$ cat config.mk
export PLATFORM = sky130hd
export DESIGN_NAME = lhfp_palette
export DESIGN_NICKNAME = d
export VERILOG_FILES = /design/src/rtl/core/lhfp_pkg.sv /design/src/rtl/core/lhfp_palette.sv
export SDC_FILE = /design/constraint.sdc
export NUM_CORES = 2
export LEC_CHECK = 0
export BUFFER_PORTS_ARGS = -buffer_cell sky130_fd_sc_hd__buf_2
export CORE_ASPECT_RATIO = 0.5
export CORE_MARGIN = 1.5
export CORE_UTILIZATION = 60
export CTS_CLUSTER_DIAMETER = 120
export DETAILED_ROUTE_END_ITERATION = 8
export GPL_TIMING_DRIVEN = 0
export MAX_ROUTING_LAYER = met4
export PLACE_DENSITY = 0.77
export REMOVE_ABC_BUFFERS = 1
export SLEW_MARGIN = 15
export SYNTH_ARGS = -nofsm -noshare
export SYNTH_HDL_FRONTEND = slang
export SYNTH_SLANG_ARGS = --single-unit
$ cat constraint.sdc
create_clock -name clk -period 6.6 [get_ports clk]
set_input_delay 0.66 -clock clk [delete_from_list [all_inputs] [get_ports clk]]
set_output_delay 0.66 -clock clk [all_outputs]
set_load 0.02 [all_outputs]
$ cat src/rtl/core/lhfp_pkg.sv
package lhfp_pkg;

	// Fixed-point unit: 65535 stands for 1.0.
	localparam logic [15:0] FULL = 16'hFFFF;

	// Step gain, floor(0.06 * 65535), applied to speed in Q4.12.
	localparam logic [11:0] STEP_K = 12'd3932;

	// Default number of LEDs held in the state memory.
	localparam int MAX_LEDS_DEF = 256;

	// Command codes carried in tuser.
	localparam logic CMD_SEED = 1'b0;
	localparam logic CMD_STEP = 1'b1;

	// Configuration register indexes.
	localparam logic CFG_SPEED      = 1'b0;
	localparam logic CFG_HEAT_FLOOR = 1'b1;

	// Configuration reset values.
	localparam logic [15:0] SPEED_RST      = 16'd4096;
	localparam logic [15:0] HEAT_FLOOR_RST = 16'd16384;

	// Queue between the front and the back.
	localparam int QUEUE_DEPTH = 4;
	localparam int QPW         = $clog2(QUEUE_DEPTH);

	// One classified item as it waits in the queue.
	typedef struct packed {
		logic        seed;
		logic [7:0]  idx;
		logic [15:0] rand_target;
		logic [15:0] rand_heat;
	} item_t;

	// Updated heat of one step item, handed to the color pipeline.
	typedef struct packed {
		logic        valid;
		logic [7:0]  idx;
		logic [15:0] heat;
	} heat_msg_t;

endpackage

$ cat src/rtl/core/lhfp_palette.sv
module lhfp_palette
	import lhfp_pkg::*;
(
	input  logic        clk,
	input  logic        arst_n,
	input  heat_msg_t   msg,
	input  logic [15:0] heat_floor,
	output logic        adv,
	output logic        tvalid,
	input  logic        tready,
	output logic [31:0] tdata     // pixel_index, red, green, blue
);

	localparam logic [25:0] RED_MUL   = 26'd765;
	localparam logic [26:0] GREEN_MUL = 27'd187;
	localparam logic [23:0] BLUE_MUL  = 24'd51;
	localparam logic [19:0] GREEN_THR = 20'd262140;   // 4 * 65535
	localparam logic [20:0] BLUE_THR  = 21'd1114095;  // 17 * 65535

	// Floor of x / 65535 for x below 65535 * 65536.
	function automatic logic [15:0] div_full(input logic [31:0] x);
		logic [15:0] q0;
		logic [16:0] sum;
		begin
			q0       = x[31:16];
			sum      = {1'b0, x[15:0]} + {1'b0, q0};
			div_full = q0 + 16'(sum >= 17'(FULL));
		end
	endfunction

	logic        v_s4, v_s5, v_s6, v_s7;
	logic [7:0]  idx_s4, idx_s5, idx_s6, idx_s7;
	logic [31:0] x_s4;
	logic [15:0] h_s5;
	logic [25:0] rp_s6;
	logic [18:0] gd_s6;
	logic [17:0] bd_s6;
	logic [7:0]  red_s7;
	logic [23:0] gm_s7;
	logic [21:0] bm_s7;
	logic        out_valid_q;
	logic [31:0] out_data_q;

	logic [15:0] lift_q;
	logic [16:0] h_sum;
	logic [19:0] h10;
	logic [20:0] h20;
	logic [15:0] red_q16;
	logic [26:0] gp;
	logic [23:0] bp;
	logic [15:0] green_q16;
	logic [15:0] blue_q16;

	assign adv    = !out_valid_q || tready;
	assign tvalid = out_valid_q;
	assign tdata  = out_data_q;

	// Lift by the floor: h = floor + (65535 - floor) * heat / 65535.
	assign lift_q = div_full(x_s4);
	assign h_sum  = {1'b0, heat_floor} + {1'b0, lift_q};

	// Palette thresholds scaled to integers.
	assign h10 = 20'(h_s5) * 20'd10;
	assign h20 = 21'(h_s5) * 21'd20;

	// Red saturates at full drive.
	assign red_q16 = div_full(32'(rp_s6));
	assign gp      = 27'(gd_s6) * GREEN_MUL;
	assign bp      = 24'(bd_s6) * BLUE_MUL;

	assign green_q16 = div_full(32'(gm_s7));
	assign blue_q16  = div_full(32'(bm_s7));

	// Stage valid bits and the output register.
	always_ff @(posedge clk or negedge arst_n) begin
		if (!arst_n) begin
			v_s4        <= 1'b0;
			v_s5        <= 1'b0;
			v_s6        <= 1'b0;
			v_s7        <= 1'b0;
			out_valid_q <= 1'b0;
		end else if (adv) begin
			v_s4        <= msg.valid;
			v_s5        <= v_s4;
			v_s6        <= v_s5;
			v_s7        <= v_s6;
			out_valid_q <= v_s7;
		end
	end

	// Color arithmetic, spread over the stage registers.
	always_ff @(posedge clk) begin
		if (adv) begin
			idx_s4 <= msg.idx;
			x_s4   <= 32'(FULL - heat_floor) * 32'(msg.heat);

			idx_s5 <= idx_s4;
			h_s5   <= h_sum[15:0];

			idx_s6 <= idx_s5;
			rp_s6  <= 26'(h_s5) * RED_MUL;
			gd_s6  <= (h10 > GREEN_THR) ? 19'(h10 - GREEN_THR) : '0;
			bd_s6  <= (h20 > BLUE_THR) ? 18'(h20 - BLUE_THR) : '0;

			idx_s7 <= idx_s6;
			red_s7 <= (red_q16 > 16'd255) ? 8'hFF : red_q16[7:0];
			gm_s7  <= gp[26:3];
			bm_s7  <= bp[23:2];

			out_data_q <= {blue_q16[7:0], green_q16[7:0], red_s7, idx_s7};
		end
	end

endmodule

### Word level (Yosys, flattened, before mapping)

Cells that the tools add are included.

* output and inout bits: 34
* input bits: 44
* bits in registers: 234

* $add $sub $neg: 12
* reductions and logical operators: 2
* multiply operators: 6
* order comparisons: 7

Operators with widths (count)
* greater-or-equal comparator 17 x 16 -> 1 bit, second input constant: 4
* multiplier 16 x 3 -> 19 bit, second input constant: 2
* multiplier 17 x 17 -> 32 bit: 1
* multiplier 19 x 8 -> 27 bit, second input constant: 1
* multiplier 16 x 10 -> 26 bit, second input constant: 1
* multiplier 18 x 6 -> 24 bit, second input constant: 1
* > comparator 21 bit, second input constant: 1
* > comparator 20 x 18 -> 1 bit, second input constant: 1
* subtractor 19 x 18 -> 19 bit, second input constant: 1
* subtractor 18 x 16 -> 18 bit, second input constant: 1
* adder 16 x 10 -> 17 bit: 1
* adder 16 x 16 -> 17 bit: 1
* adder 16 x 6 -> 17 bit: 1
* adder 16 x 8 -> 17 bit: 1
* subtractor 16 x 16 -> 17 bit, first input constant: 1
* adder 16 x 1 -> 16 bit: 1
* adder 16 bit: 1
* adder 10 x 1 -> 11 bit: 1
* > comparator 11 x 8 -> 1 bit, second input constant: 1
* adder 8 x 1 -> 8 bit: 1
* adder 6 x 1 -> 7 bit: 1
* zero test 1 bit: 1
* logical OR 1 bit: 1

### Longest topological paths before layout

* depth in word-level cells: 4
* mapped depth: 24
* gate-level depth less buffers: 23

### Least setup slack after synthesis

OpenSTA, ideal clock, no wires.

* path kind: input to register
* start point: input msg[13] in the netlist's numbering
* end point: register x_s4[31] (data pin)
* slack: 245 ps
* data arrival time: 6095 ps
* buffers on the path: 1
* required time: 6340 ps
* setup time: 260 ps
* stages on the path: 22
* cell sequence: clkbuf_1 nor2b_1 fa_1 inv_1 fa_1 inv_1 fa_1 fa_1 fa_1 inv_1 fa_1 inv_1 ha_1 a21oi_1 o21ai_0 a22oi_1 a311oi_1 a221o_1 a21oi_1 o221ai_1 a21oi_1 xnor2_1

* longest elaborated chain between the ends: 1

RTL lines
* start: declaration: line lhfp_palette.sv:6 `input heat_msg_t msg,`
* multiplier 17 x 17 -> 32 bit: line lhfp_palette.sv:95 `x_s4 <= 32'(FULL - heat_floor) * 32'(msg.heat);`
* end signal: assignment: line lhfp_palette.sv:95
* end: declaration: line lhfp_palette.sv:33 `logic [31:0] x_s4;`

No other way between the ends.
A chain may end at the register's enable or synchronous reset.

### Worst setup path in the final report

* start point: input heat_floor[6]
* end point: register x_s4[31] (data pin)

* longest elaborated chain between the ends: 2

RTL lines
* start: declaration: line lhfp_palette.sv:7 `input logic [15:0] heat_floor,`
* subtractor 16 x 16 -> 17 bit: line lhfp_palette.sv:95
* multiplier 17 x 17 -> 32 bit: line lhfp_palette.sv:95

No other way between the ends.

==> metrics.cfg <==
[global_routing]
grt_use_total_pct = 24.4
antenna_found_initial = 0
grt_pass1_vias = 20412
grt_pass1_wl_mm = 97.3
grt_max_degree = 103
grt_overflow = 0

[finish]
area_growth_pct = 6.84
final_cell_mix = inv_1, ha_1, fa_1, edfxtp_1, nand2b_1
drive_gt1_share_pct = 5.34
final_util_pct = 65.7
n_fill_cell = 3752
antenna_cells = 0
num-nets-final = 3686
layout_commonest_cell = inv_1

[worst_setup_path]
slowest_delay_ns = 0.54
cp_slowest_cell = fa_1
cp.required_ns = 6.89
endpoint_kind = flip-flop
worstRegToRegCells = 17
crit_arrival_ns = 6.57
worstSetupEndpoint = x_s4[31]$_DFFE_PP_
path_cells = clkbuf_4, nand2b_1, fa_1, inv_1, fa_1, fa_1, fa_1, fa_1, inv_1, fa_1, inv_1, ha_1, a21oi_1, o21ai_0, a22oi_2, a311oi_2, a221o_1, a21oi_2, o221ai_1, a21oi_1, xnor2_1
cp-start-kind = primary input
cp-startpoint = heat_floor[6]
critPathMaxFanout = 17
cp.depth = 21
critical-path-top-delay-family = adder cells
r2r-end = rp_s6[24]$_DFFE_PP_
timing.rr.start = h_s5[11]$_DFFE_PP_
critPathBufInv = 4
r2r_setup_slack_ns = 0.42
critPathMostFrequentCell = fa_1
critical_path_class = primary input to flip-flop

[placed_design]
portBuffers = 76
dp_hpwl_mm = 45.9
place_congestion = 0.911

[sta]
worst_slew_pin_slew_ns = 0.885
final-hold-violation-count = 0
finalCritPeriodShare_pct = 95.2
maxSlewHeadroom_pct = 40.8
drv_slew = 0
setup_viol_count_final = 0
period_minus_slack_ns = 6.28
clock_skew_ns = 0.0124
fmax_mhz = 159

[yosys]
synth_cell_type_count = 89
avgSynthCellArea_um2 = 10.3
ys.flop_type = edfxtp_1
syn_inst = 2819
ys_seq_elements = 231
synth_edf_count = 226
syn_area_mm2 = 0.0291
synthTopCellsByArea = fa_1, edfxtp_1, ha_1
synth_top_area_share_pct = 25.3
async_flop_share_pct = 2.16
ys_seq_area_share_pct = 23.7
ys_warn_count = 0
yosysTopAreaCell = fa_1

[floorplan]
die_w_um = 315
rows = 56
coreArea_mm2 = 0.0474
die-area_mm2 = 0.0500
initial_core_util_pct = 61.5
die_y_um = 159
ios = 78

[hold_path]
whs_path_depth = 1
hold_class = primary input to flip-flop

[clock_tree]
post-cts-setup-buffers = 0
ctsHtreeMaxLevel = 1
clkTransAtPathRegs_ns = 0.06
cts_tree = yes
numCtsBuffers = 24
worstSkewPairLatency_ns = 0.54
cts_sinks = 231
cts_root_buf = clkbuf_16
cts_max_path_buffers = 3

[route]
via_count = 19313
drt_iter0_markers = 933
drt-total-wl_mm = 56.0
ant_nets = 0
first_pass_iters = 7
wl_per_cell_um = 15.8
viasPerCell = 5.46
route.detailed.drc = 0

[run]
maxCapViolations = 0

[outcome]
status = complete, no violations

[registers in the layout, summed over array words and instances (netlist names), 16 cells and up]
name   cells
tdata     31
h_s5      16
bm_s7     22
rp_s6     26
gm_s7     24
x_s4      32
bd_s6     17
gd_s6     18
[worst min-delay path by stage]
| stage | startpoint | to | slack, ns |
|---|---|---|---|
| finish | msg[19] | idx_s4[3]$_DFFE_PP_ | 0.29 |
| global route | msg[19] | idx_s4[3]$_DFFE_PP_ | 0.27 |
| CTS | msg[19] | idx_s4[3]$_DFFE_PP_ | 0.26 |
| detailed placement | idx_s4[7]$_DFFE_PP_ | idx_s5[7]$_DFFE_PP_ | 0.40 |
| global placement | idx_s4[4]$_DFFE_PP_ | idx_s5[4]$_DFFE_PP_ | 0.40 |
| floorplan | arst_n | tvalid$_DFFE_PN0P_ | 0.36 |
[worst register-to-register path: stages (launching register included)]
cell and delay [ns]:
edfxtp_1 0.68, fa_1 0.54, fa_1 0.51, inv_1 0.06
fa_1 0.55, inv_1 0.06, fa_1 0.63, fa_1 0.46
ha_1 0.39, a21o_1 0.21, a21oi_1 0.19, nand2b_1 0.07
o311ai_0 0.64, a211oi_1 0.19, o21a_1 0.23, o21ai_0 0.25
mux2i_1 0.23, nand2_1 0.06
[cell families (layout without fill, tap and decap cells)]
family,Yosys count,in the layout,synth area share [%]
AO/OA/AOI/OAI,353,353,8.27
XOR/XNOR,161,161,4.90
adder cells (fa/ha/maj),757,757,42.0
buffers and inverters,627,709,8.15
flip-flops,231,231,23.7
multiplexers,4,4,0.137
other,1,1,0.0129
AND/OR/NAND/NOR,685,685,12.8
[what timing repair did]
action	4_1_cts	5_1_grt
hold buffers	1	0
gates resized for setup	0	13
setup endpoints to repair	0	3
hold endpoints to repair	5	0
[area by class of cell]
class / count / area, um^2 / area share (%)
Clock inverter: 14 / 234 / 0.751
Inverter: 588 / 2210 / 7.11
Multi-Input combinational cell: 1961 / 19900 / 63.8
Clock buffer: 28 / 637 / 2.05
Tap cell: 638 / 798 / 2.56
Sequential cell: 231 / 6910 / 22.2
Timing Repair Buffer: 79 / 470 / 1.51
[cells in the mapped netlist, drive strengths merged (4+ instances only)]
cell,n
a211oi,18
inv,588
a2111oi,6
o31a,6
o311ai,4
o21bai,13
xor2,54
ha,388
nor3,32
clkbuf,36
mux2i,4
dfrtp,5
o211ai,10
o31ai,4
or3,9
a211o,6
nand4,14
edfxtp,226
xnor2,107
and3,19
a221o,4
a21o,45
o21a,23
a21oi,102
nor2b,143
and2,8
nor4,10
o41ai,6
a31oi,8
and4,5
nor2,120
a21boi,4
fa,369
nand2,103
or4,4
o22ai,4
nand2b,150
or2,8
o21ai,66
nand3,44
nor3b,5
[per-layer routing]
layer	global-route usage, %	part of all wire (%)	vias up
met2	41.2	49	365
met4	4.57	1.7	0
met3	2.32	3.8	73
met1	32.4	45	9525
met5	-	0	-
li1	-	-	9350
[metrics by stage]
| step | setup TNS, ns | hold WS (ns) | std cells | cell area [um^2] | setup WS, ns |
|---|---|---|---|---|---|
| 2_1_floorplan | 0 | 0.364 | 2780 | 29000 | 0.439 |
| 3_3_place_gp | -181.73 | 0.401 | 3494 | 30200 | -1.69 |
| 3_5_place_dp | -1.13 | 0.405 | 3496 | 30200 | -0.363 |
| 4_1_cts | 0 | 0.263 | 3539 | 31100 | 0.212 |
| 5_1_grt | -0.0125 | 0.266 | 3539 | 31100 | -0.0125 |
| 6_report | 0 | 0.288 | 3539 | 31100 | 0.319 |
Power is left out: the tool's default activity adds up to more than one toggle a clock period on the data nets, which glitch-free logic cannot reach.
