**config.mk**
```make
export PLATFORM = sky130hd
export DESIGN_NAME = lhfp_queue
export DESIGN_NICKNAME = d
export VERILOG_FILES = /design/src/rtl/core/lhfp_pkg.sv /design/src/rtl/core/lhfp_queue.sv
export SDC_FILE = /design/constraint.sdc
export NUM_CORES = 1
export LEC_CHECK = 0
export BUFFER_PORTS_ARGS = -buffer_cell sky130_fd_sc_hd__buf_4
export CORE_MARGIN = 5
export CORE_UTILIZATION = 64
export CTS_BUF_LIST = sky130_fd_sc_hd__clkbuf_2 sky130_fd_sc_hd__clkbuf_4 sky130_fd_sc_hd__clkbuf_8
export DETAILED_ROUTE_END_ITERATION = 16
export PLACE_DENSITY = 0.85
export SETUP_SLACK_MARGIN = 0.3
export SLEW_MARGIN = 20
export SYNTH_ARGS = -nofsm -noshare
export SYNTH_HDL_FRONTEND = slang
export SYNTH_SLANG_ARGS = --single-unit
```
**constraint.sdc**
```tcl
create_clock -name clk -period 6.4 [get_ports clk]
set_input_delay 1.28 -clock clk [delete_from_list [all_inputs] [get_ports clk]]
set_output_delay 1.28 -clock clk [all_outputs]
set_load 0.005 [all_outputs]
```
**src/rtl/core/lhfp_pkg.sv**
```systemverilog
package lhfp_pkg;

	// Fixed-point unit: 65535 stands for 1.0.
	localparam logic [15:0] FULL = 16'hFFFF;

	// Step gain, floor(0.06 * 65535), applied to speed in Q4.12.
	localparam logic [11:0] STEP_K = 12'd3932;

	// Default number of LEDs held in the state memory.
	localparam int MAX_LEDS_DEF = 256;

	// Command codes carried in tuser.
	localparam logic CMD_SEED = 1'b0;
	localparam logic CMD_STEP = 1'b1;

	// Configuration register indexes.
	localparam logic CFG_SPEED      = 1'b0;
	localparam logic CFG_HEAT_FLOOR = 1'b1;

	// Configuration reset values.
	localparam logic [15:0] SPEED_RST      = 16'd4096;
	localparam logic [15:0] HEAT_FLOOR_RST = 16'd16384;

	// Queue between the front and the back.
	localparam int QUEUE_DEPTH = 4;
	localparam int QPW         = $clog2(QUEUE_DEPTH);

	// One classified item as it waits in the queue.
	typedef struct packed {
		logic        seed;
		logic [7:0]  idx;
		logic [15:0] rand_target;
		logic [15:0] rand_heat;
	} item_t;

	// Updated heat of one step item, handed to the color pipeline.
	typedef struct packed {
		logic        valid;
		logic [7:0]  idx;
		logic [15:0] heat;
	} heat_msg_t;

endpackage

```
**src/rtl/core/lhfp_queue.sv**
```systemverilog
module lhfp_queue
	import lhfp_pkg::*;
(
	input  logic  clk,
	input  logic  arst_n,
	input  logic  push,
	input  item_t push_item,
	input  logic  pop,
	output item_t head,
	output logic  full,
	output logic  empty
);

	item_t          slot_q [QUEUE_DEPTH];
	logic [QPW-1:0] wr_ptr_q;
	logic [QPW-1:0] rd_ptr_q;
	logic [QPW:0]   count_q;

	assign full  = (count_q == (QPW+1)'(QUEUE_DEPTH));
	assign empty = (count_q == '0);
	assign head  = slot_q[rd_ptr_q];

	// Pointers and fill count.
	always_ff @(posedge clk or negedge arst_n) begin
		if (!arst_n) begin
			wr_ptr_q <= '0;
			rd_ptr_q <= '0;
			count_q  <= '0;
		end else begin
			if (push) begin
				wr_ptr_q <= wr_ptr_q + 1'b1;
			end
			if (pop) begin
				rd_ptr_q <= rd_ptr_q + 1'b1;
			end
			case ({push, pop})
				2'b10:   count_q <= count_q + 1'b1;
				2'b01:   count_q <= count_q - 1'b1;
				default: count_q <= count_q;
			endcase
		end
	end

	// Item storage.
	always_ff @(posedge clk) begin
		if (push) begin
			slot_q[wr_ptr_q] <= push_item;
		end
	end

endmodule

```
---- Yosys cells after proc, flatten, opt, wreduce, memory -nomap -nowiden ----
Memories as Yosys holds them, arrays and structs flattened.
Cells that the tools add are included.
word-level totals
  register bits ........................... 7
  memory bits (writable) .................. 164
  output and inout bits ................... 43
  logic and storage cells ................. 16
  memories ................................ 1
memory list
  memory  depth  width  read ports  clocked after Yosys merged registers in  write ports  RTL line          source
  slot_q  4      41     1           0                                        1            lhfp_queue.sv:14  item_t slot_q [QUEUE_DEPTH];
operators by class
  $add $sub $neg .......................... 4
  equal/unequal tests ..................... 3
  muxes and demuxes ....................... 3
  reduce and logical (&&, ||, !) cells .... 2
operators with widths
  kind                                               count
  one-hot mux 3 bit (2 select lines)                 1
  adder 2 x 1 -> 2 bit (second input constant)       2
  adder 3 x 1 -> 3 bit (second input constant)       1
  == test 3 bit (second input constant)              1
  logical NOT 3 bit                                  1
  subtractor 3 x 1 -> 3 bit (second input constant)  1
  == test 2 x 1 -> 1 bit (second input constant)     1
  == test 2 bit (second input constant)              1
  2-to-1 mux 1 bit                                   2
  nonzero test 2 bit                                 1

---- Depth between registers and ports, before layout ----
Gate-level depths: netlist of run 1.
  word-level depth ........................ 2
  mapped depth ............................ 7
  depth with buffers taken out ............ 7

---- Worst setup path before layout of run 1 ----
No wires, ideal clock.
  path type ............................... input to register
  start ................................... input port push
  end ..................................... memory slot_q[3][0] in the netlist's numbering, enable pin
  library setup time ...................... 0.402 ns
  arrival ................................. 2.274 ns
  required time ........................... 5.998 ns
  path slack .............................. 3.723 ns
  stages on the path ...................... 1
  path through ............................ and2_1
on the way
  longest elaborated chain between the ends .. 2
RTL lines
  item                                    RTL line          source
  from (decl)                             lhfp_queue.sv:6   input logic push,
  2-to-1 mux 1 bit                        lhfp_queue.sv:46  if (push) begin
  2-to-1 mux 1 bit (not written as such)  lhfp_queue.sv:47  slot_q[wr_ptr_q] <= push_item;
  to (decl)                               lhfp_queue.sv:14
Every way passes these cells.

==> flow_summary.yaml, run 1 <==
logic_synthesis:
  ys.warnings.count: 0
  synthDominantAreaCellType: "edfxtp_1"
  synthesis.instances: 252
  net_count_synth: 303
  synth.area.top_cells: "edfxtp_1 77%, mux4_2 13%, dfrtp_1 2.8%"
  synth_sequential_area_ratio: 0.8008
  syn-cell-area_sq_um: 6369
  post_synth_num_cell_types: 19
  synth_top_area_share: 0.7733
  postSynthRegisterBits: 171
  post_synth.cell_area_avg_sq_um: 25.27
critical_path:
  rrSetupSlack_ps: 4460
  worstRegToRegCells: 3
  cp_data_arrival_time_ps: 2490
  setup.worst_path.end_class: "output port"
  regToRegStartpoint: "wr_ptr_q[0]"
  critPathLaunch: "rd_ptr_q[0]"
  critical_path_class: "flop to output port"
  timing.rr.end: "slot_q[2][26]"
  critical_path_maximum_fanout: 27
  worst_setup_path_start_kind: "flop"
  critical_path_required_ps: 5120
cts:
  tritoncts: "built"
  cts_inserted_buffers: 17
  ctsHoldBuffers: 0
  clkSinkCount: 171
  ctsResizeCount: 0
  clockRootBuffer: "clkbuf_8"
  clk_lat_worst_skew_ps: 420
  clock_path_buffers: 2
  clock_slew_at_the_register_clock_pins_of_the_worst_setup_and_hold_paths_ps: 90
  ctsHtreeMaxLevel: 4
  cts_setup_buffers: 0
placed_design:
  dp_hpwl_mm: 6.391
  placed_cells: 463
  io_buffer_count: 87
  place.gp.congestion: 0.6661
cells_and_area:
  post-route-util: 0.7674
  area_occupied_by_registers_sq_um: 5102
  diodes: 0
  nets: 400
  drive_above_1_share: 0.4530
  commonest_non_fill_non_tap_cells_in_the_layout: "164 x edfxtp_1, 88 x buf_4, 38 x mux4_2, 17 x clkbuf_8, 6 x inv_1"
  syn2layout_area_growth_pct: 17.23
  mostFrequentLayoutCell: "edfxtp_1"
  num-fill-cells: 539
  stdcell_count: 495
  multi_input_comb_area_sq_um: 1137
timing:
  final.min_clock_period_ps: 3771
  finalSetupViolCount: 0
  final.setup_skew_ps: 8.443
  max-slew-margin-rel: 0.2680
  grt_setup_unrepaired: "false"
  post-route-period-util: 0.5892
  slew_of_the_pin_with_the_lowest_slew_margin_ps: 1098
  count_of_final_max_slew_check_failures: 0
  max_freq_mhz: 265.2
  finalHoldViolations: 0
  setup-tns-final_ps: 0
status:
  status: "completed"
floorplan:
  chipWidth_um: 109.8
  floorplan.initialDensity: 0.6546
  die-area_sq_um: 12050
  std_cell_rows: 36
  top_level_ports: 88
  die_height_um: 109.8
  coreArea_sq_um: 9729
detailed_routing:
  via_per_inst: 5.644
  drc_markers: 0
  drtAntennaViolNets: 0
  initialDrtViolationCount: 171
  totalWireLength_mm: 10.41
  drt_first_pass_iters: 4
  detail_route.wl_per_cell_um: 21.02
  vias: 2794
global_route:
  wire_length_of_the_first_global_routing_pass_mm: 15.79
  grt_util_all_layers: 0.1853
  global_route.overflow_total: 0
  antenna_found_initial: 0
  largest_net_degree_at_the_start_of_global_routing: 43
  first_global_vias: 2922
job:
  max_cap_violations: 0
pwr:
  p_total_mw: 3.200
  p_int_mw: 2.309
  p_sw_uw: 890.4
  power.density_cell_area_nw_per_um2: 428.6
  power.combinational.fraction: 0.278
  pwr-share-clk: 0.219
  seq_power_share: 0.503
  total_leakage_power_nw: 2.598
  worst_ir_drop_vdd_mv: 0.2295
  switching_share: 0.2783
worst_hold_path:
  hold_depth: 2
  worst_hold_path.endpoint: "count_q[1]"
  timing.hold.worst.start: "count_q[1]"
  worst_hold_path_type: "flop to flop"
[logic make-up after synthesis]
kind of cell,Yosys count,synth area share
buf+inv,16,0.02161
flops,171,0.8008
fa+ha+maj,6,0.01297
simple gates,10,0.008054
mux,41,0.1468
xor+xnor,6,0.008251
compound gates,2,0.001572
[power groups by stage]
stage / Sequential (mW) / Combinational (mW) / Clock, mW
after floorplan: 1.53 / 0.626 / 0
after global placement: 1.62 / 0.895 / 0
after detailed placement: 1.64 / 0.908 / 0
after CTS: 1.62 / 0.915 / 0.715
after global routing: 1.64 / 0.970 / 0.758
final: 1.61 / 0.889 / 0.702
[cell usage after synthesis]
cell      count
clkbuf_1      1
mux4_1        3
mux4_2       38
nand2_1       3
edfxtp_1    164
xnor2_1       2
buf_12        4
buf_6         1
o21ai_0       2
nor3_1        1
nor2_1        1
ha_1          5
and3_1        1
fa_1          1
dfrtp_1       7
xor2_1        4
inv_1         6
buf_2         4
and2_1        4
[how the worst max path moves through the flow]
stage                   endpoint  slack (ps)  depth (start not counted)
global route            head[40]        2370                          3
finish                  head[26]        2630                          3
CTS                     head[26]        2530                          3
detailed placement      head[40]        3010                          3
floorplan           slot_q[3][0]        3720                          1
global placement        head[40]        3000                          3
[final cells by class]
type,instances,area share
flip-flops and latches,171,0.6834
clock buffers,18,0.03234
multi-input cells,65,0.1523
well taps,133,0.02229
repair buffers,88,0.08849
clock inverters,14,0.01810
inverters,6,0.003017
[worst max-delay path: stages, from the launching register on]
cell	delay, ps
dfrtp_2	720
buf_4	560
mux4_2	620
buf_4	160
[through the flow]
step                area (sq um)  worst slack, ps  hold WS (ps)
floorplan                   6369             3723         456.6
global placement            7088             3001         483.6
detailed placement          7088             3015         507.9
CTS                         7465             2527         526.7
global route                7466             2370         545.4
finish                      7466             2629         525.8
[sequential cells by signal, summed over array words and instances, names as in the netlist]
| register | cells |
|---|---|
| rd_ptr_q | 2 |
| count_q | 3 |
| wr_ptr_q | 2 |
| slot_q | 164 |
[layer usage]
layer / GRT usage / vias to the layer above / wire length (um)
li1: - / 1248 / -
met3: 0.05755 / 7 / 690
met5: 0 / - / 0
met2: 0.2973 / 92 / 5449
met4: 0.05610 / 0 / 76
met1: 0.2491 / 1447 / 4190
(Power assumes the default switching activity.)
==> inputs of run 2 (changes only) <==
Settings changed: CORE_UTILIZATION 64 to 59, PLACE_DENSITY 0.85 to 0.79.
Clock period 6.4 ns to 3.9 ns, I/O delays scaled along.
==> run 2 against run 1 <==
Clock power is 68% higher; count of clock-buffer cells in the layout is 1 lower; first-iteration DRC count down 11%; sequential share of layout area fell by 0.10 points; power grew 65%; clock skew down 1.6 ps; core utilization fell by 6.8 points; combinational power rose by 54%; via count fell by 1.1%; non-clock buffer count fell by 1.
==> flow_summary.yaml, run 2 (same netlist as run 1, synthesis figures left out) <==
status:
  status: "completed"
placed_design:
  place.gp.congestion: 0.6634
  io_buffer_count: 87
  dp_hpwl_mm: 5.809
  worst_slack_placed_ps: 1293
floorplan:
  chipWidth_um: 113.9
  coreArea_sq_um: 10700
  std_cell_rows: 38
  die_height_um: 113.9
  die-area_sq_um: 12970
  top_level_ports: 88
  floorplan.initialDensity: 0.5953
critical_path:
  cpMaxStageDelayCell: "dfrtp_4"
  critical_path_maximum_fanout: 43
  path_delay_family: "flip-flops"
  setup.worst_path.end_class: "output port"
  critical_path_required_ps: 3120
  timing.critical_path.buf_inv: 1
  cp_data_arrival_time_ps: 2260
  worst_setup_path_start_kind: "flop"
  worst_path_cell_trace: "mux4_1 > buf_4"
  critical_path.max_stage_delay_ps: 1000
  critical_path_class: "flop to output port"
cts:
  ctsHoldBuffers: 0
  ctsHtreeMaxLevel: 4
  tritoncts: "built"
  clock_slew_at_the_register_clock_pins_of_the_worst_setup_and_hold_paths_ps: 80
  clock_path_buffers: 2
  ctsResizeCount: 0
  cts_inserted_buffers: 17
  cts_setup_buffers: 0
  clk_lat_worst_skew_ps: 440
  clockRootBuffer: "clkbuf_8"
  clkSinkCount: 171
detailed_routing:
  detail_route.wl_per_cell_um: 20.24
  routed-wl-met3_um: 809
  drt_first_pass_iters: 4
  drc_markers: 0
  vias: 2764
  initialDrtViolationCount: 153
  wl_met1_mm: 4.199
  routed-wl-met2_mm: 5.022
  via_per_inst: 5.517
  totalWireLength_mm: 10.14
  route.top_layer_used: "met4"
  drtAntennaViolNets: 0
job:
  max_cap_violations: 0
pwr:
  pwr-share-clk: 0.225
  switching_share: 0.2735
  total_leakage_power_nw: 2.584
  p_total_mw: 5.268
  worst_ir_drop_vdd_mv: 0.3865
  power.density_cell_area_nw_per_um2: 704.2
  power.combinational.fraction: 0.260
  seq_power_share: 0.515
  p_sw_mw: 1.441
  p_int_mw: 3.827
timing:
  holdWs_ps: 136.8
  count_of_final_max_slew_check_failures: 0
  post-route-period-util: 0.7789
  setup-tns-final_ps: 0
  max_freq_mhz: 329.2
  worst_slack_ps: 862.1
  final.min_clock_period_ps: 3038
  finalSetupViolCount: 0
  max-slew-margin-rel: 0.2793
  final.setup_skew_ps: 6.803
  slew_of_the_pin_with_the_lowest_slew_margin_ps: 1081
  grt_setup_unrepaired: "false"
  finalHoldViolations: 0
global_route:
  grt_util_all_layers: 0.1704
  global_route.overflow_total: 0
  first_global_vias: 2950
  antenna_found_initial: 0
  wire_length_of_the_first_global_routing_pass_mm: 16.01
  largest_net_degree_at_the_start_of_global_routing: 44
cells_and_area:
  commonest_non_fill_non_tap_cells_in_the_layout: "164 x edfxtp_1, 87 x buf_4, 38 x mux4_2, 17 x clkbuf_8"
  diodes: 0
  drive_above_1_share: 0.4432
  largest_register_ffs: 164
  mostFrequentLayoutCell: "edfxtp_1"
  nets: 399
  registers.top_by_ff_count: "slot_q"
  syn2layout_area_growth_pct: 17.47
  reg_top3: "slot_q x164, count_q x3"
  post-route-util: 0.6993
worst_hold_path:
  worst_hold_path_type: "primary input to asynchronous set/reset pin"
## run 2: changes by cell type in the layout (fill, tap and decap cells not counted), moves of 3 or more
cell and change:
and2_2 -3, and2_4 +3, clkinv_1 +3, clkinvlp_4 +3, inv_6 -4
## run 2: layout make-up
| class | instances | area (sq um) |
|---|---|---|
| clock buffer | 17 | 234.0 |
| clock inverter | 15 | 150.1 |
| fill | 668 | 3217 |
| inverter | 6 | 22.52 |
| multi-input combinational | 65 | 1141 |
| sequential | 171 | 5105 |
| tap | 140 | 175.2 |
| timing repair buffer | 87 | 653.1 |
## run 2: power groups by stage
stage	clock network (mW)	registers, mW	logic, mW
2_1_floorplan	0	2.51	1.03
3_3_place_gp	0	2.76	1.37
3_5_place_dp	0	2.78	1.39
4_1_cts	1.20	2.74	1.39
5_1_grt	1.30	2.77	1.49
6_report	1.18	2.71	1.37
## run 2: worst reg2reg max path, cell delays in order (launching register included)
cell and delay [ps]:
dfrtp_1 430, inv_1 100, ha_1 150, and2_4 560
## run 2: metrics by stage
stage	cell area, sq um	cells
finish	7481	501
global route	7481	501
CTS	7476	501
detailed placement	7092	469
global placement	7092	469
floorplan	6369	252
## run 2: metal layers
metal	vias up	global-route usage
met2	81	0.2686
met3	11	0.07003
li1	1247	-
met5	-	0
met4	0	0.05463
met1	1425	0.2201
## run 2: path summary, 6_finish.rpt
| check | start | end | slack, ps | cells after the start |
|---|---|---|---|---|
| max in group asynchronous | arst_n | rd_ptr_q[0] | 3620 | 1 |
| hold reg to reg | count_q[2] | count_q[2] | 500 | 1 |
| setup / recovery | rd_ptr_q[0] | head[40] | 860 | 2 |
| setup reg to reg | wr_ptr_q[0] | slot_q[0][26] | 2280 | 3 |
| min in group clk | count_q[2] | count_q[2] | 500 | 1 |
| hold / removal | arst_n | count_q[0] | 140 | 1 |
==> inputs of run 3 (changes only) <==
Clock period 3.9 ns to 2.9 ns, I/O delays scaled along.
==> run 3 against run 2 <==
Power grew 37%; count of clock-buffer cells in the layout grew 1; clock skew grew 1.9 ps; highest routed layer unchanged; worst setup slack lost 430 ps.
==> flow_summary.yaml, run 3 (same netlist as run 1, synthesis figures left out) <==
placed_design:
  dp_hpwl_mm: 6.646
  placed_cells: 479
  place.gp.congestion: 0.7237
  io_buffer_count: 87
cells_and_area:
  nets: 416
  syn2layout_area_growth_pct: 20.02
  reg_top3: "slot_q x164, count_q x3"
  diodes: 0
  commonest_non_fill_non_tap_cells_in_the_layout: "164 x edfxtp_1, 98 x buf_4, 38 x mux4_2, 17 x clkbuf_8"
  drive_above_1_share: 0.4709
  stdcell_count: 518
  registers.top_by_ff_count: "slot_q"
  mostFrequentLayoutCell: "edfxtp_1"
  largest_register_ffs: 164
  post-route-util: 0.7145
timing:
  final.setup_skew_ps: 8.731
  grt_setup_unrepaired: "false"
  holdWs_ps: 341.3
  finalSetupViolCount: 0
  count_of_final_max_slew_check_failures: 0
  max-slew-margin-rel: 0.5449
  max_freq_mhz: 406.0
  final.min_clock_period_ps: 2463
  setup-tns-final_ps: 0
  slew_of_the_pin_with_the_lowest_slew_margin_ps: 682.6
  post-route-period-util: 0.8494
  finalHoldViolations: 0
critical_path:
  worst_setup_path_start_kind: "flop"
  cp_data_arrival_time_ps: 1880
  path_delay_family: "multiplexers"
  critical_path_required_ps: 2320
  critical_path_class: "flop to output port"
  critical_path.max_stage_delay_ps: 610
  timing.critical_path.buf_inv: 2
  setup.worst_path.end_class: "output port"
  critical_path_s_most_frequent_cell: "buf_4"
  critical_path_maximum_fanout: 9
  critPathLaunch: "rd_ptr_q[0]"
  regToRegStartpoint: "wr_ptr_q[1]"
  cpMaxStageDelayCell: "mux4_1"
  worst_path_cell_trace: "buf_4 > mux4_1 > buf_4"
detailed_routing:
  via_per_inst: 5.515
  drtAntennaViolNets: 0
  detail_route.wl_per_cell_um: 20.34
  drc_markers: 0
  drt_first_pass_iters: 4
  vias: 2857
  totalWireLength_mm: 10.54
  initialDrtViolationCount: 176
pwr:
  p_total_mw: 7.211
  power.density_cell_area_nw_per_um2: 943.4
  total_leakage_power_nw: 2.681
  worst_ir_drop_vdd_mv: 0.5789
cts:
  cts_inserted_buffers: 17
  clkSinkCount: 171
  clockRootBuffer: "clkbuf_8"
  clock_path_buffers: 2
  ctsHtreeMaxLevel: 4
  tritoncts: "built"
  clock_slew_at_the_register_clock_pins_of_the_worst_setup_and_hold_paths_ps: 90
  clk_lat_worst_skew_ps: 430
worst_hold_path:
  worst_hold_path_type: "primary input to flop"
  timing.hold.worst.start: "push_item[36]"
floorplan:
  die_height_um: 113.9
  floorplan.initialDensity: 0.5953
  std_cell_rows: 38
  coreArea_sq_um: 10700
  die-area_sq_um: 12970
  top_level_ports: 88
  chipWidth_um: 113.9
global_route:
  antenna_found_initial: 0
  wire_length_of_the_first_global_routing_pass_mm: 16.55
  global_route.overflow_total: 0
  largest_net_degree_at_the_start_of_global_routing: 25
  grt_util_all_layers: 0.1741
  first_global_vias: 3102
job:
  max_cap_violations: 0
status:
  status: "completed"
run 3: cell types whose count changed in the layout (fill, tap and decap cells not counted), moves of 2 or more:
cell | before | now
clkinv_4 | 1 | 6
clkinv_1 | 3 | 1
clkinvlp_4 | 6 | 4
buf_12 | 0 | 4
and2_2 | 0 | 4
buf_4 | 87 | 98
and2_4 | 4 | 0
run 3: routing by layer:
metal | vias up | track usage | routed length (um)
li1 | 1282 | - | -
met1 | 1452 | 0.2202 | 4220
met2 | 114 | 0.2870 | 5430
met3 | 9 | 0.06525 | 816
met4 | 0 | 0.04909 | 67
met5 | - | 0 | 0
run 3: power breakdown:
group | switching, mW | leakage, nW | internal, mW
clock | 0.814 | 0.176 | 0.687
sequential | 0.144 | 1.59 | 3.24
combinational | 1.02 | 0.918 | 1.30
total | 1.98 | 2.68 | 5.23
run 3: area by class of cell:
| type | count | area, sq um |
|---|---|---|
| Multi-Input combinational cell | 65 | 1136 |
| Clock buffer | 18 | 241.5 |
| Fill cell | 638 | 3054 |
| Sequential cell | 171 | 5105 |
| Inverter | 6 | 22.52 |
| Timing Repair Buffer | 104 | 837.1 |
| Clock inverter | 14 | 126.4 |
| Tap cell | 140 | 175.2 |
run 3: worst paths after layout:
path                            endpoint  slack [ps]  cells after the start
setup / recovery                head[40]         440                      3
setup reg to reg            slot_q[1][1]        1080                      4
min in group asynchronous     count_q[2]         510                      2
hold / removal             slot_q[2][36]         340                      1
max in group asynchronous    rd_ptr_q[0]        2250                      2
hold reg to reg               count_q[2]         500                      1
run 3: repair_timing:
item / 4_1_cts / 5_1_grt
setup endpoints to repair: 26 / 12
cloned: 0 / 0
buffers inserted: 1 / 5
resized for setup: 0 / 0
pin swaps: 0 / 0
hold buffers: 1 / 0
endpoints found under the hold margin: 7 / 0
run 3: through the flow:
step | cell area [sq um] | worst slack (ps)
2_1_floorplan | 6369 | 886.4
3_3_place_gp | 7217 | 670.1
3_5_place_dp | 7217 | 654.3
4_1_cts | 7606 | 324.5
5_1_grt | 7644 | 398.7
6_report | 7644 | 436.8
run 3: worst reg2reg max path, cell delays in order (launching register included):
cell	delay (ps)
dfrtp_1	410
inv_1	100
ha_1	150
and2_2	590
buf_12	260
